[src/rtl/core/hfil_pkg.sv]
// shared types, constants and hash function for the hashed first-index lookup core
package hfil_pkg;

   localparam int TABLE_SLOTS   = 1024;
   localparam int SLOT_BITS     = $clog2(TABLE_SLOTS);
   localparam int POSITION_BITS = 16;
   localparam int KEY_BITS      = 32;
   localparam int EPOCH_BITS    = 6;
   localparam int QUEUE_DEPTH   = 2;
   localparam int QPTR_BITS     = $clog2(QUEUE_DEPTH);
   localparam int QCNT_BITS     = $clog2(QUEUE_DEPTH + 1);

   localparam logic [KEY_BITS-1:0]      HASH_MULT = 32'd2654435761;
   localparam logic [POSITION_BITS-1:0] COUNT_MAX = {POSITION_BITS{1'b1}};

   localparam logic [1:0] CMD_CLEAR  = 2'd0;
   localparam logic [1:0] CMD_INSERT = 2'd1;
   localparam logic [1:0] CMD_LOOKUP = 2'd2;

   localparam logic [1:0] STATUS_OK        = 2'd0;
   localparam logic [1:0] STATUS_FULL      = 2'd1;
   localparam logic [1:0] STATUS_SATURATED = 2'd2;

   typedef enum logic [1:0] {
      KIND_CLEAR,
      KIND_INSERT,
      KIND_LOOKUP,
      KIND_IDLE
   } kind_type;

   typedef struct packed {
      logic [1:0]                 command;
      logic signed [KEY_BITS-1:0] key;
   } req_type;

   typedef struct packed {
      logic [POSITION_BITS-1:0] position;
      logic                     found;
      logic [1:0]               status;
   } rsp_type;

   typedef struct packed {
      kind_type               kind;
      logic                   key_zero;
      logic [KEY_BITS-1:0]    key;
      logic [SLOT_BITS-1:0]   home;
   } job_type;

   typedef struct packed {
      logic [EPOCH_BITS-1:0]    epoch;
      logic [KEY_BITS-1:0]      key;
      logic [POSITION_BITS-1:0] position;
   } entry_type;

   // only the low slot bits of key * mult survive the mask, so a narrow multiply suffices
   function automatic logic [SLOT_BITS-1:0] home_slot(input logic [KEY_BITS-1:0] key);
      logic [SLOT_BITS-1:0] key_lo;
      logic [SLOT_BITS-1:0] mult_lo;
      key_lo  = key[SLOT_BITS-1:0];
      mult_lo = HASH_MULT[SLOT_BITS-1:0];
      return SLOT_BITS'(key_lo * mult_lo);
   endfunction

endpackage

[src/rtl/core/hfil_front.sv]
// front stage: takes request beats, classifies them and computes the home slot
module hfil_front (
   input  logic             clock,
   input  logic             reset,
   input  logic             init_done,
   input  logic             req_valid,
   output logic             req_ready,
   input  hfil_pkg::req_type req,
   output logic             job_valid,
   input  logic             job_ready,
   output hfil_pkg::job_type job
);

   logic              job_valid_ff;
   logic              job_valid_in;
   hfil_pkg::job_type job_ff;
   hfil_pkg::job_type job_in;
   hfil_pkg::kind_type kind;

   assign req_ready = init_done && (!job_valid_ff || job_ready);
   assign job_valid = job_valid_ff;
   assign job       = job_ff;

   always_comb begin
      unique case (req.command)
         hfil_pkg::CMD_CLEAR:  kind = hfil_pkg::KIND_CLEAR;
         hfil_pkg::CMD_INSERT: kind = hfil_pkg::KIND_INSERT;
         hfil_pkg::CMD_LOOKUP: kind = hfil_pkg::KIND_LOOKUP;
         default:              kind = hfil_pkg::KIND_IDLE;
      endcase
   end

   always_comb begin
      job_valid_in = job_valid_ff;
      job_in       = job_ff;
      if (req_valid && req_ready) begin
         job_valid_in    = 1'b1;
         job_in.kind     = kind;
         job_in.key      = req.key;
         job_in.key_zero = (req.key == '0);
         job_in.home     = hfil_pkg::home_slot(req.key);
      end else if (job_ready) begin
         job_valid_in = 1'b0;
      end
   end

   always_ff @(posedge clock) begin
      if (reset) begin
         job_valid_ff <= 1'b0;
      end else begin
         job_valid_ff <= job_valid_in;
      end
      job_ff <= job_in;
   end

endmodule

[config.mk]
export PLATFORM = sky130hd
export DESIGN_NAME = hfil_front
export DESIGN_NICKNAME = d
export VERILOG_FILES = /design/src/rtl/core/hfil_pkg.sv /design/src/rtl/core/hfil_front.sv
export SDC_FILE = /design/constraint.sdc
export NUM_CORES = 1
export LEC_CHECK = 0
export CAP_MARGIN = 20
export CORE_MARGIN = 2
export CORE_UTILIZATION = 45
export CTS_CLUSTER_DIAMETER = 40
export DETAILED_ROUTE_END_ITERATION = 16
export DONT_BUFFER_PORTS = 1
export GPL_TIMING_DRIVEN = 0
export PLACE_DENSITY = 0.69
export SLEW_MARGIN = 30
export SYNTH_ARGS = -nofsm -noshare
export SYNTH_HDL_FRONTEND = slang
export SYNTH_SLANG_ARGS = --single-unit
[constraint.sdc]
create_clock -name clock -period 5 [get_ports clock]
set_input_delay 0.75 -clock clock [delete_from_list [all_inputs] [get_ports clock]]
set_output_delay 0.75 -clock clock [all_outputs]
set_load 0.02 [all_outputs]
# After elaboration in Yosys (flattened, before gate mapping)
# Index checks and enable logic that the tools add are counted.
# classes
n_mul	1
eq_ne	2
mux	3
reduce_logical	7
# ops
operator	count
$logic_not 32->1	1
$mul 10x9->10 const B	1
$pmux 2 s3	1
$eq 2x1->1 const B	1
$eq 2x2->1 const B	1
$logic_and 1x1->1	2
$logic_not 2->1	1
$mux 1	2
$reduce_bool 2->1	1
$logic_not 1->1	1
$logic_or 1x1->1	1
# totals
reg_bits	46
input_bits	39
output_inout_bits	47
word_cells	18

# Longest topological paths before layout
# logic_depth
depth_word	5
mapped_depth	11
ltp_nobuf	11

# Worst setup path after synthesis
# No wires, ideal clock.
# synth_timing
path_type	input port to flip-flop
from	input port req[0] (netlist bit)
to	register job_ff, in the netlist job[9] (data pin)
setup_time_ns	0.268
arrival_time_ns	3.244
required_time_ns	4.732
path_slack_ns	1.489
cell_stages	10
n_path_buf	0
cell_sequence	inv_1 > ha_1 > ha_1 > inv_1 > fa_1 > inv_1 > fa_1 > ha_1 > a21oi_1 > xnor3_1
# synth_between
elab_chain_cells	1
# synth_rtl
element	line	rtl
from (decl)	hfil_front.sv:8	input hfil_pkg::req_type req,
$mul 10x9->10	hfil_pkg.sv:61	return SLOT_BITS'(key_lo * mult_lo);
to (signal assigned)	hfil_front.sv:53	job_ff <= job_in;
to (decl)	hfil_front.sv:16	hfil_pkg::job_type job_ff;
# No other way between the ends.
# A chain may end at the register's enable or synchronous reset.

# Worst setup path in the final report
# Ends and elaborated chain as after synthesis.

==> run metrics <==
Post-Synthesis Cells 117; cell type with the highest aggregate area in the netlist edfxtp_1; net count of the finished layout 188; residual DRC count 0; Clock Root Buffer clkbuf_8; RSZ-0062 raised after global routing no; net count after synthesis 181; biggest cell delay along the critical path 540 ps; total of buffers placed on input and output ports 0; run status completed; Initial Util 0.471; topmost layer with routed signal wires met4; number of global-route vias before repair approximately 1,000; number of distinct library cells after synthesis 21; routed wire length on met3 531 um; hold bufs inserted after CTS 0; clock latency at the later pin of the worst-skew pair ~280 ps; nature of the critical path endpoint flip-flop; number of max-cap violations 0; clock-pin slew on the worst setup and hold paths 70 ps; final worst-path cycle share 0.668; crit path launch type input port; buffers inserted during post-CTS setup optimization 0; synthesis-to-layout area growth 8.06%; crit path launch req[0]; CP Data Required Time 5040 ps; worst hold start reset; fin area approximately 0.0021 sq mm; TritonCTS clock tree done; power density over the cells 384 mW/mm^2; router iterations before antenna repair 4; total routing resource utilization after global routing 0.147; die area between 0.004 and 0.005 sq mm; post-synth top area share 0.644; die boundary width approximately 70 um; Pins Over Slew Limit 0; length of routed wiring on met1 1060 um; Hold Slack roughly 530 ps; Post-synth top cells 41 x edfxtp_1, 21 x ha_1, 19 x inv_1; number of warnings reported in the yosys synthesis log 0; post-synthesis instance area ~0.0019 sq mm; delay-heaviest family, CP adder cells; total via count after detailed routing 939; number of antenna violations at the first check in global routing 0; part of the Yosys area used for sequential elements 0.655; count of inserted antenna diode cells 0; main area contributors after synthesis edfxtp_1 64%, ha_1 14%, fa_1 4.2%; final-report hold violation count 0; DR WL met2 1720 um; placed wire-length estimate ~2800 um; achievable frequency 0.300 GHz; prevailing post-synth register cell edfxtp_1; Worst R2R Start job_valid$_SDFFE_PP0P_; Async SR Flop Fraction 0; total wirelength of the detailed-routed design 3420 um; Die Span Y 69.2 um; cell leakage power 0.827 nW; number of DRC markers in iteration 0 39; dominant cell by count in the synthesized netlist edfxtp_1; arrival time reported for the critical path endpoint 3370 ps; GRT Residual Overflow 0; critical-path cell list inv_1, ha_1, ha_1, inv_1, fa_1, inv_1, fa_1, ha_1, a21oi_1, xnor3_1; clock skew 4.20 ps; Slowest-stage cell, CP fa_1; Vias per Instance ~5.4; final setup margin ~1700 ps; pin slew with the least headroom to its limit 824 ps; critical path buffer and inverter count 3; Sinks on Clock Net 42; Worst slew margin 0.450; maximum vdd ir drop 0.111 mV; Critical Setup Path Class input port to flip-flop; Floorplan Core Area about 0.004 sq mm; final total negative setup slack 0 ps; pin count of the biggest net entering global routing 42; Clock H-tree levels 2; Setup Slack @ Placement 1350 ps; remaining number of nets flagged by the antenna check after routing 0; number of fillers in the final layout between 300 and 400; average detailed-routed wire length per instance 19.6 um; number of enable-type register cells in the synthesized netlist 41; largest fanout of any net on the critical path 5; TritonCTS Buffers 5; class of the worst hold path input port to flip-flop; num rows 23; count of boundary I/O pins 86; final worst path period need 3340 ps; Placed Instance Area between 0.0015 and 0.002 sq mm; quantity of gates resized following cts 0; wire length of the first global-routing pass 5250 um; number of setup violations in the final report 0; RD Place Congestion 0.750; buffer levels on the longest clock path 2; average footprint of a synthesized cell 16.3 sq um; flop and latch count out of synthesis 42; share of layout cells above drive strength 1 0.112
[per-stage QoR]
step	cells	utilization	total power, mW
3_5_place_dp	167	0.486	0.589
4_1_cts	175	0.509	0.805
3_3_place_gp	167	0.486	0.583
5_1_grt	175	0.509	0.831
6_report	175	0.509	0.793
2_1_floorplan	117	-	0.561
[path summary, 6_finish.rpt]
check                           endpoint  cells past startpoint  slack (ps)
setup / recovery        job[9]$_DFFE_PP_                     10        1660
hold / removal    job_valid$_SDFFE_PP0P_                      1         530
setup reg to reg       job[18]$_DFFE_PP_                      3        3370
hold reg to reg   job_valid$_SDFFE_PP0P_                      2         630
[final cells by class]
type	instances	area, sq um	area share
Buffer	6	37.5	0.0182
Inverter	19	71.3	0.0345
Clock inverter	1	5.00	0.00242
Sequential cell	42	1250	0.606
Tap cell	50	62.6	0.0303
Clock buffer	7	86.3	0.0418
Multi-Input combinational cell	50	551	0.267
[power breakdown]
part / switching [mW] / total, mW / internal (mW)
clock network: 0.104 / 0.215 / 0.111
registers: 0.0333 / 0.453 / 0.420
logic: 0.0603 / 0.124 / 0.0642
[cell usage in the layout, fill, tap and decap left out, types with 2 or more instances in the layout]
cell type and count:
fa_1 4, xnor3_1 2, nor2_1 2, ha_1 21, edfxtp_1 41, buf_4 4, nand4_1 2, inv_1 18
a21oi_1 2, nor4_1 5, clkbuf_8 6, xnor2_1 4, clkbuf_1 3
[metal layers]
metal | track usage | vias up
met5 | 0 | -
met4 | 0.0850 | 0
met3 | 0.104 | 10
met2 | 0.251 | 71
met1 | 0.123 | 435
li1 | - | 423
[flip-flops by register name, summed over array words and instances (netlist names)]
| signal | cells |
|---|---|
| job | 41 |
| job_valid | 1 |
[cell families after synthesis]
| family | count (synthesis) | synth area share |
|---|---|---|
| flops | 42 | 0.655 |
| fa+ha+maj | 25 | 0.179 |
| buf+inv | 25 | 0.0570 |
| simple gates | 14 | 0.0445 |
| compound gates | 3 | 0.00917 |
| xor+xnor | 8 | 0.0550 |
Power figures use the tool's default switching activity.
