==> config.mk <==
export PLATFORM = sky130hd
export DESIGN_NAME = hfil_queue
export DESIGN_NICKNAME = d
export VERILOG_FILES = /design/src/rtl/core/hfil_pkg.sv /design/src/rtl/core/hfil_queue.sv
export SDC_FILE = /design/constraint.sdc
export NUM_CORES = 1
export LEC_CHECK = 0
export ABC_AREA = 1
export BUFFER_PORTS_ARGS = -buffer_cell sky130_fd_sc_hd__buf_2
export CORE_ASPECT_RATIO = 0.75
export CORE_MARGIN = 5
export CORE_UTILIZATION = 25
export CTS_CLUSTER_DIAMETER = 40
export DETAILED_ROUTE_END_ITERATION = 10
export GPL_TIMING_DRIVEN = 0
export PLACE_DENSITY = 0.57
export SYNTH_ARGS = -nofsm -noshare
export SYNTH_HDL_FRONTEND = slang
export SYNTH_SLANG_ARGS = --single-unit
==> constraint.sdc <==
create_clock -name clock -period 2.8 [get_ports clock]
set_input_delay 0.56 -clock clock [delete_from_list [all_inputs] [get_ports clock]]
set_output_delay 0.56 -clock clock [all_outputs]
set_load 0.005 [all_outputs]
==> src/rtl/core/hfil_pkg.sv <==
// shared types, constants and hash function for the hashed first-index lookup core
package hfil_pkg;

   localparam int TABLE_SLOTS   = 1024;
   localparam int SLOT_BITS     = $clog2(TABLE_SLOTS);
   localparam int POSITION_BITS = 16;
   localparam int KEY_BITS      = 32;
   localparam int EPOCH_BITS    = 6;
   localparam int QUEUE_DEPTH   = 2;
   localparam int QPTR_BITS     = $clog2(QUEUE_DEPTH);
   localparam int QCNT_BITS     = $clog2(QUEUE_DEPTH + 1);

   localparam logic [KEY_BITS-1:0]      HASH_MULT = 32'd2654435761;
   localparam logic [POSITION_BITS-1:0] COUNT_MAX = {POSITION_BITS{1'b1}};

   localparam logic [1:0] CMD_CLEAR  = 2'd0;
   localparam logic [1:0] CMD_INSERT = 2'd1;
   localparam logic [1:0] CMD_LOOKUP = 2'd2;

   localparam logic [1:0] STATUS_OK        = 2'd0;
   localparam logic [1:0] STATUS_FULL      = 2'd1;
   localparam logic [1:0] STATUS_SATURATED = 2'd2;

   typedef enum logic [1:0] {
      KIND_CLEAR,
      KIND_INSERT,
      KIND_LOOKUP,
      KIND_IDLE
   } kind_type;

   typedef struct packed {
      logic [1:0]                 command;
      logic signed [KEY_BITS-1:0] key;
   } req_type;

   typedef struct packed {
      logic [POSITION_BITS-1:0] position;
      logic                     found;
      logic [1:0]               status;
   } rsp_type;

   typedef struct packed {
      kind_type               kind;
      logic                   key_zero;
      logic [KEY_BITS-1:0]    key;
      logic [SLOT_BITS-1:0]   home;
   } job_type;

   typedef struct packed {
      logic [EPOCH_BITS-1:0]    epoch;
      logic [KEY_BITS-1:0]      key;
      logic [POSITION_BITS-1:0] position;
   } entry_type;

   // only the low slot bits of key * mult survive the mask, so a narrow multiply suffices
   function automatic logic [SLOT_BITS-1:0] home_slot(input logic [KEY_BITS-1:0] key);
      logic [SLOT_BITS-1:0] key_lo;
      logic [SLOT_BITS-1:0] mult_lo;
      key_lo  = key[SLOT_BITS-1:0];
      mult_lo = HASH_MULT[SLOT_BITS-1:0];
      return SLOT_BITS'(key_lo * mult_lo);
   endfunction

endpackage

==> src/rtl/core/hfil_queue.sv <==
// short job queue between the classifying front and the probe engine
module hfil_queue (
   input  logic             clock,
   input  logic             reset,
   input  logic             in_valid,
   output logic             in_ready,
   input  hfil_pkg::job_type in_job,
   output logic             out_valid,
   input  logic             out_ready,
   output hfil_pkg::job_type out_job
);

   hfil_pkg::job_type                entries_ff [hfil_pkg::QUEUE_DEPTH];
   logic [hfil_pkg::QPTR_BITS-1:0]   wr_ptr_ff;
   logic [hfil_pkg::QPTR_BITS-1:0]   wr_ptr_in;
   logic [hfil_pkg::QPTR_BITS-1:0]   rd_ptr_ff;
   logic [hfil_pkg::QPTR_BITS-1:0]   rd_ptr_in;
   logic [hfil_pkg::QCNT_BITS-1:0]   count_ff;
   logic [hfil_pkg::QCNT_BITS-1:0]   count_in;
   logic                             push;
   logic                             pop;

   assign in_ready  = (count_ff != hfil_pkg::QCNT_BITS'(hfil_pkg::QUEUE_DEPTH));
   assign out_valid = (count_ff != '0);
   assign out_job   = entries_ff[rd_ptr_ff];
   assign push      = in_valid && in_ready;
   assign pop       = out_valid && out_ready;

   always_comb begin
      wr_ptr_in = wr_ptr_ff;
      rd_ptr_in = rd_ptr_ff;
      count_in  = count_ff;
      if (push) begin
         wr_ptr_in = (wr_ptr_ff == hfil_pkg::QPTR_BITS'(hfil_pkg::QUEUE_DEPTH - 1)) ?
                     '0 : wr_ptr_ff + 1'b1;
      end
      if (pop) begin
         rd_ptr_in = (rd_ptr_ff == hfil_pkg::QPTR_BITS'(hfil_pkg::QUEUE_DEPTH - 1)) ?
                     '0 : rd_ptr_ff + 1'b1;
      end
      if (push && !pop) begin
         count_in = count_ff + 1'b1;
      end else if (pop && !push) begin
         count_in = count_ff - 1'b1;
      end
   end

   always_ff @(posedge clock) begin
      if (reset) begin
         wr_ptr_ff <= '0;
         rd_ptr_ff <= '0;
         count_ff  <= '0;
      end else begin
         wr_ptr_ff <= wr_ptr_in;
         rd_ptr_ff <= rd_ptr_in;
         count_ff  <= count_in;
      end
      if (push) begin
         entries_ff[wr_ptr_ff] <= in_job;
      end
   end

endmodule

## Word level (Yosys, flattened, before mapping)

Memory sizes are Yosys's and may differ from the RTL's. A register that Yosys moved wholly into a read port is not among the register bits.
Index checks and enable logic that the tools add are counted.

| word-level totals | value |
|---|---|
| logic and storage cells | 25 |
| flip-flop bits (word level) | 4 |
| bits in writable memories | 90 |
| input bits | 49 |
| memories kept | 1 |
| output and inout port bits | 47 |

| cells by class | value |
|---|---|
| equality and inequality tests | 1 |
| muxes and demuxes | 8 |
| $add $sub $neg | 4 |
| reductions and logical operators | 8 |

Memories:

| name | words | width | rd ports | clocked after memory_dff | wr ports | line | RTL |
|---|---|---|---|---|---|---|---|
| entries_ff | 2 | 45 | 1 | 1 | 1 | hfil_queue.sv:13 | `hfil_pkg::job_type entries_ff [hfil_pkg::QUEUE_DEPTH];` |

Operators by type and width:

| cell | number |
|---|---|
| 1-bit two-way mux | 6 |
| 1-bit logical AND | 4 |
| 2-bit two-way mux | 2 |
| 2-bit nonzero test | 2 |
| 1-bit adder, second input constant | 2 |
| 2-bit by 1-bit adder with 2-bit output, second input constant | 1 |
| 1-bit logical NOT | 2 |
| 2-bit != test, second input constant | 1 |
| 2-bit by 1-bit subtractor with 2-bit output, second input constant | 1 |

## Longest topological paths before layout

| logic depth | value |
|---|---|
| depth after elaboration | 6 |
| gate-level depth with buffers | 11 |
| mapped depth without buffers | 11 |

## Least setup slack after synthesis

No wires, ideal clock.

| timing | value |
|---|---|
| path kind | input to register |
| from | input port in_valid |
| to | memory entries_ff[0][0] (netlist bit) (enable) |
| buffers on the path | 0 |
| cell stages on the path | 2 |
| arrival | 2541 ps |
| required time | 2353 ps |
| path slack | -188 ps |
| library setup time | 447 ps |
| path through | nand2_1 > nor2_1 |

| between the ends | value |
|---|---|
| longest elaborated chain between the ends | 3 |

Ends and longest elaborated chain:

| element | line | RTL |
|---|---|---|
| from (decl) | hfil_queue.sv:5 | `input logic in_valid,` |
| 1-bit logical AND | hfil_queue.sv:26 | `assign push = in_valid && in_ready;` |
| 1-bit two-way mux | hfil_queue.sv:58 | `if (push) begin` |
| 1-bit two-way mux (implied by the code) | hfil_queue.sv:59 | `entries_ff[wr_ptr_ff] <= in_job;` |
| to (decl) | hfil_queue.sv:13 |  |

Every way passes these cells.

==> results_dict.tcl <==
set metrics [dict create \
    avgSynthCellArea_um2 20.8 \
    max_freq_ghz 0.494 \
    start_util_pct 25.5 \
    drt_iter0_markers 47 \
    peakVddDrop_mv 0.329 \
    die_height_um 115 \
    syn_nets 227 \
    clkTransAtPathRegs_ns 0.07 \
    area_growth_pct 29.7 \
    worstMarginPinSlew_ns 0.701 \
    layoutNonFillerInstCount 490 \
    grt_max_degree 26 \
    holdPathStages 1 \
    vias 1853 \
    finalCritPeriodShare_pct 72.3 \
    synth_area_leaders "edfxtp_1 (73%), mux2_4 (16%), dfxtp_1 (2.7%), buf_12 (2.2%), mux2_2 (1.5%)" \
    grt_pass1_wl_um 10300 \
    period_needed_ns 2.02 \
    ys_types 14 \
    avgRoutedWirePerCell_um 13.6 \
    layout_commonest_cell "buf_2" \
    max_stage_delay_ns 0.32 \
    crit_family "buffers and inverters" \
    gp_congestion 0.620 \
    drive_above_1_share_pct 56.2 \
    synth_cells 177 \
    max_cap_violations 0 \
    grt_util_met3_pct 3.43 \
    dieArea_um2 17300 \
    hold_slack_ns 0.411 \
    worstReg2RegEnd "entries_ff[1][15]" \
    synthesis.area_um2 3690 \
    wl_um 6680 \
    slowest_stage "dfxtp_1" \
    critPathCapture "out_job[26]" \
    grt-ovfl-total 0 \
    grt_use_total_pct 7.90 \
    antenna_left 0 \
    yosys.area.top_type "edfxtp_1" \
    cts_max_level 3 \
    nets 335 \
    drc 0 \
    pre_cts_slack_ns 0.765 \
    cts.sinks 95 \
    cts_setup_buffers 0 \
    global_route.usage.met1_pct 9.59 \
    ff2ff_setup_slack_ns 0.94 \
    drv_slew 0 \
    critPathMaxFanout 10 \
    clk_root_buffer_cell "clkbuf_16" \
    clk_latency_ns 0.33 \
    cp.buffers_inverters 3 \
    finalWorstSetupSlack_ns 0.777 \
    crit_chain "buf_6, buf_12, mux2_4, buf_2" \
    diodes 0 \
    hold_viol_final 0 \
    reg2reg_depth 5 \
    critPathLaunchType "flop" \
    p_leak_nw 1.86 \
    post-route-util_pct 33.1 \
    io_buffers 95 \
    antenna_found_initial 0 \
    hp-class "input port to flop" \
    ys_warn_count 0 \
    place_inst 474 \
    cts_made_buffers 9 \
    std_cell_rows 38 \
    cp.depth 4 \
    dr.pass1.iters 4 \
    powerDensity_nw_per_um2 871 \
    crit_type "flop to output pin" \
    chipWidth_um 150 \
    ios 96 \
    cp.required_ns 2.24 \
    r2r-start "count_ff[0]" \
    via_per_inst 3.78 \
    final.setup_skew_ns 0.00506 \
    max_slew_margin_pct 53.2 \
    outcome "finished clean" \
    synth_top_area_share_pct 73.2 \
    cts_tree "yes" \
    core_area_um2 14500 \
    ys_seq_elements 95 \
    grt.busiest_layer "met2" \
    cts_max_path_buffers 2 \
    ctsHoldBuffers 0 \
    layout_common_cells "buf_2 (95), edfxtp_1 (90), mux2_4 (40)" \
    arrival_ns 1.46 \
    final-setup-viol-count 0 \
    cts_resized 0 \
    use_met2_pct 12.8 \
    setup_tns_ns 0 \
    synth-seq-area-share_pct 76.0 \
    grt_pass1_vias 2033 \
    critPathCaptureType "output pin" \
    grt_setup_unrepaired "false" \
]
-- synthesized netlist by cell type, drive strengths merged --
master,number
nand2,9
buf,5
nor2,7
nand3,2
nand4,1
edfxtp,90
dfxtp,5
ha,1
a21oi,2
mux2,45
inv,8
o21ai,2
-- routing by layer --
layer	share of wire (%)	routed length, um	up-vias
met2	47	3160	63
met4	0.73	49	0
met1	44	2960	897
met3	7.5	504	5
li1	-	-	888
met5	0	0	-
-- worst register-to-register path: cells and delay by family (launching register included) --
| family | cells | cell delay [ns] |
|---|---|---|
| and+or+nand+nor | 3 | 0.84 |
| buffers and inverters | 2 | 0.36 |
| DFF | 1 | 0.33 |
-- report_power, final --
part           total (mW)  internal (mW)  switching (mW)
clock                1.28          0.779           0.496
combinational        1.04          0.565           0.478
sequential           1.85           1.80          0.0521
-- sequential cells by signal (all words and copies together), names as in the netlist, named ones only --
name and flops:
wr_ptr_ff 1, entries_ff 90, rd_ptr_ff 1, count_ff 2
-- cell families after synthesis --
group | count (synthesis) | synth area share [%]
fa+ha+maj | 1 | 0.339
mux | 45 | 17.8
simple gates | 19 | 2.07
flops | 95 | 76.0
compound gates | 4 | 0.543
buf+inv | 13 | 3.29
-- how the worst min path moves through the flow --
stage	startpoint	to	slack [ns]
final	in_job[25]	entries_ff[1][25]	0.41
after CTS	in_job[24]	entries_ff[0][24]	0.39
after detailed placement	rd_ptr_ff	rd_ptr_ff	0.50
after floorplan	rd_ptr_ff	flop	0.46
after global routing	in_job[2]	entries_ff[0][2]	0.39
after global placement	rd_ptr_ff	rd_ptr_ff	0.48
-- final cells by class --
class                   instances  area (um2)
fillers                      1445        9670
flip-flops and latches         95        2800
multi-input cells              69         781
repair buffers                 97         515
well taps                     200         250
clock buffers                  10         229
plain buffers                   5        91.3
clock inverters                 6        85.1
inverters                       8        30.0
-- stage by stage --
step	power (mW)	area [um2]
after floorplan	2.55	3690
after global placement	2.92	4420
after detailed placement	2.96	4470
after CTS	4.26	4780
after global routing	4.39	4780
final	4.17	4780
Note: power is estimated with default switching activity, not from simulation.
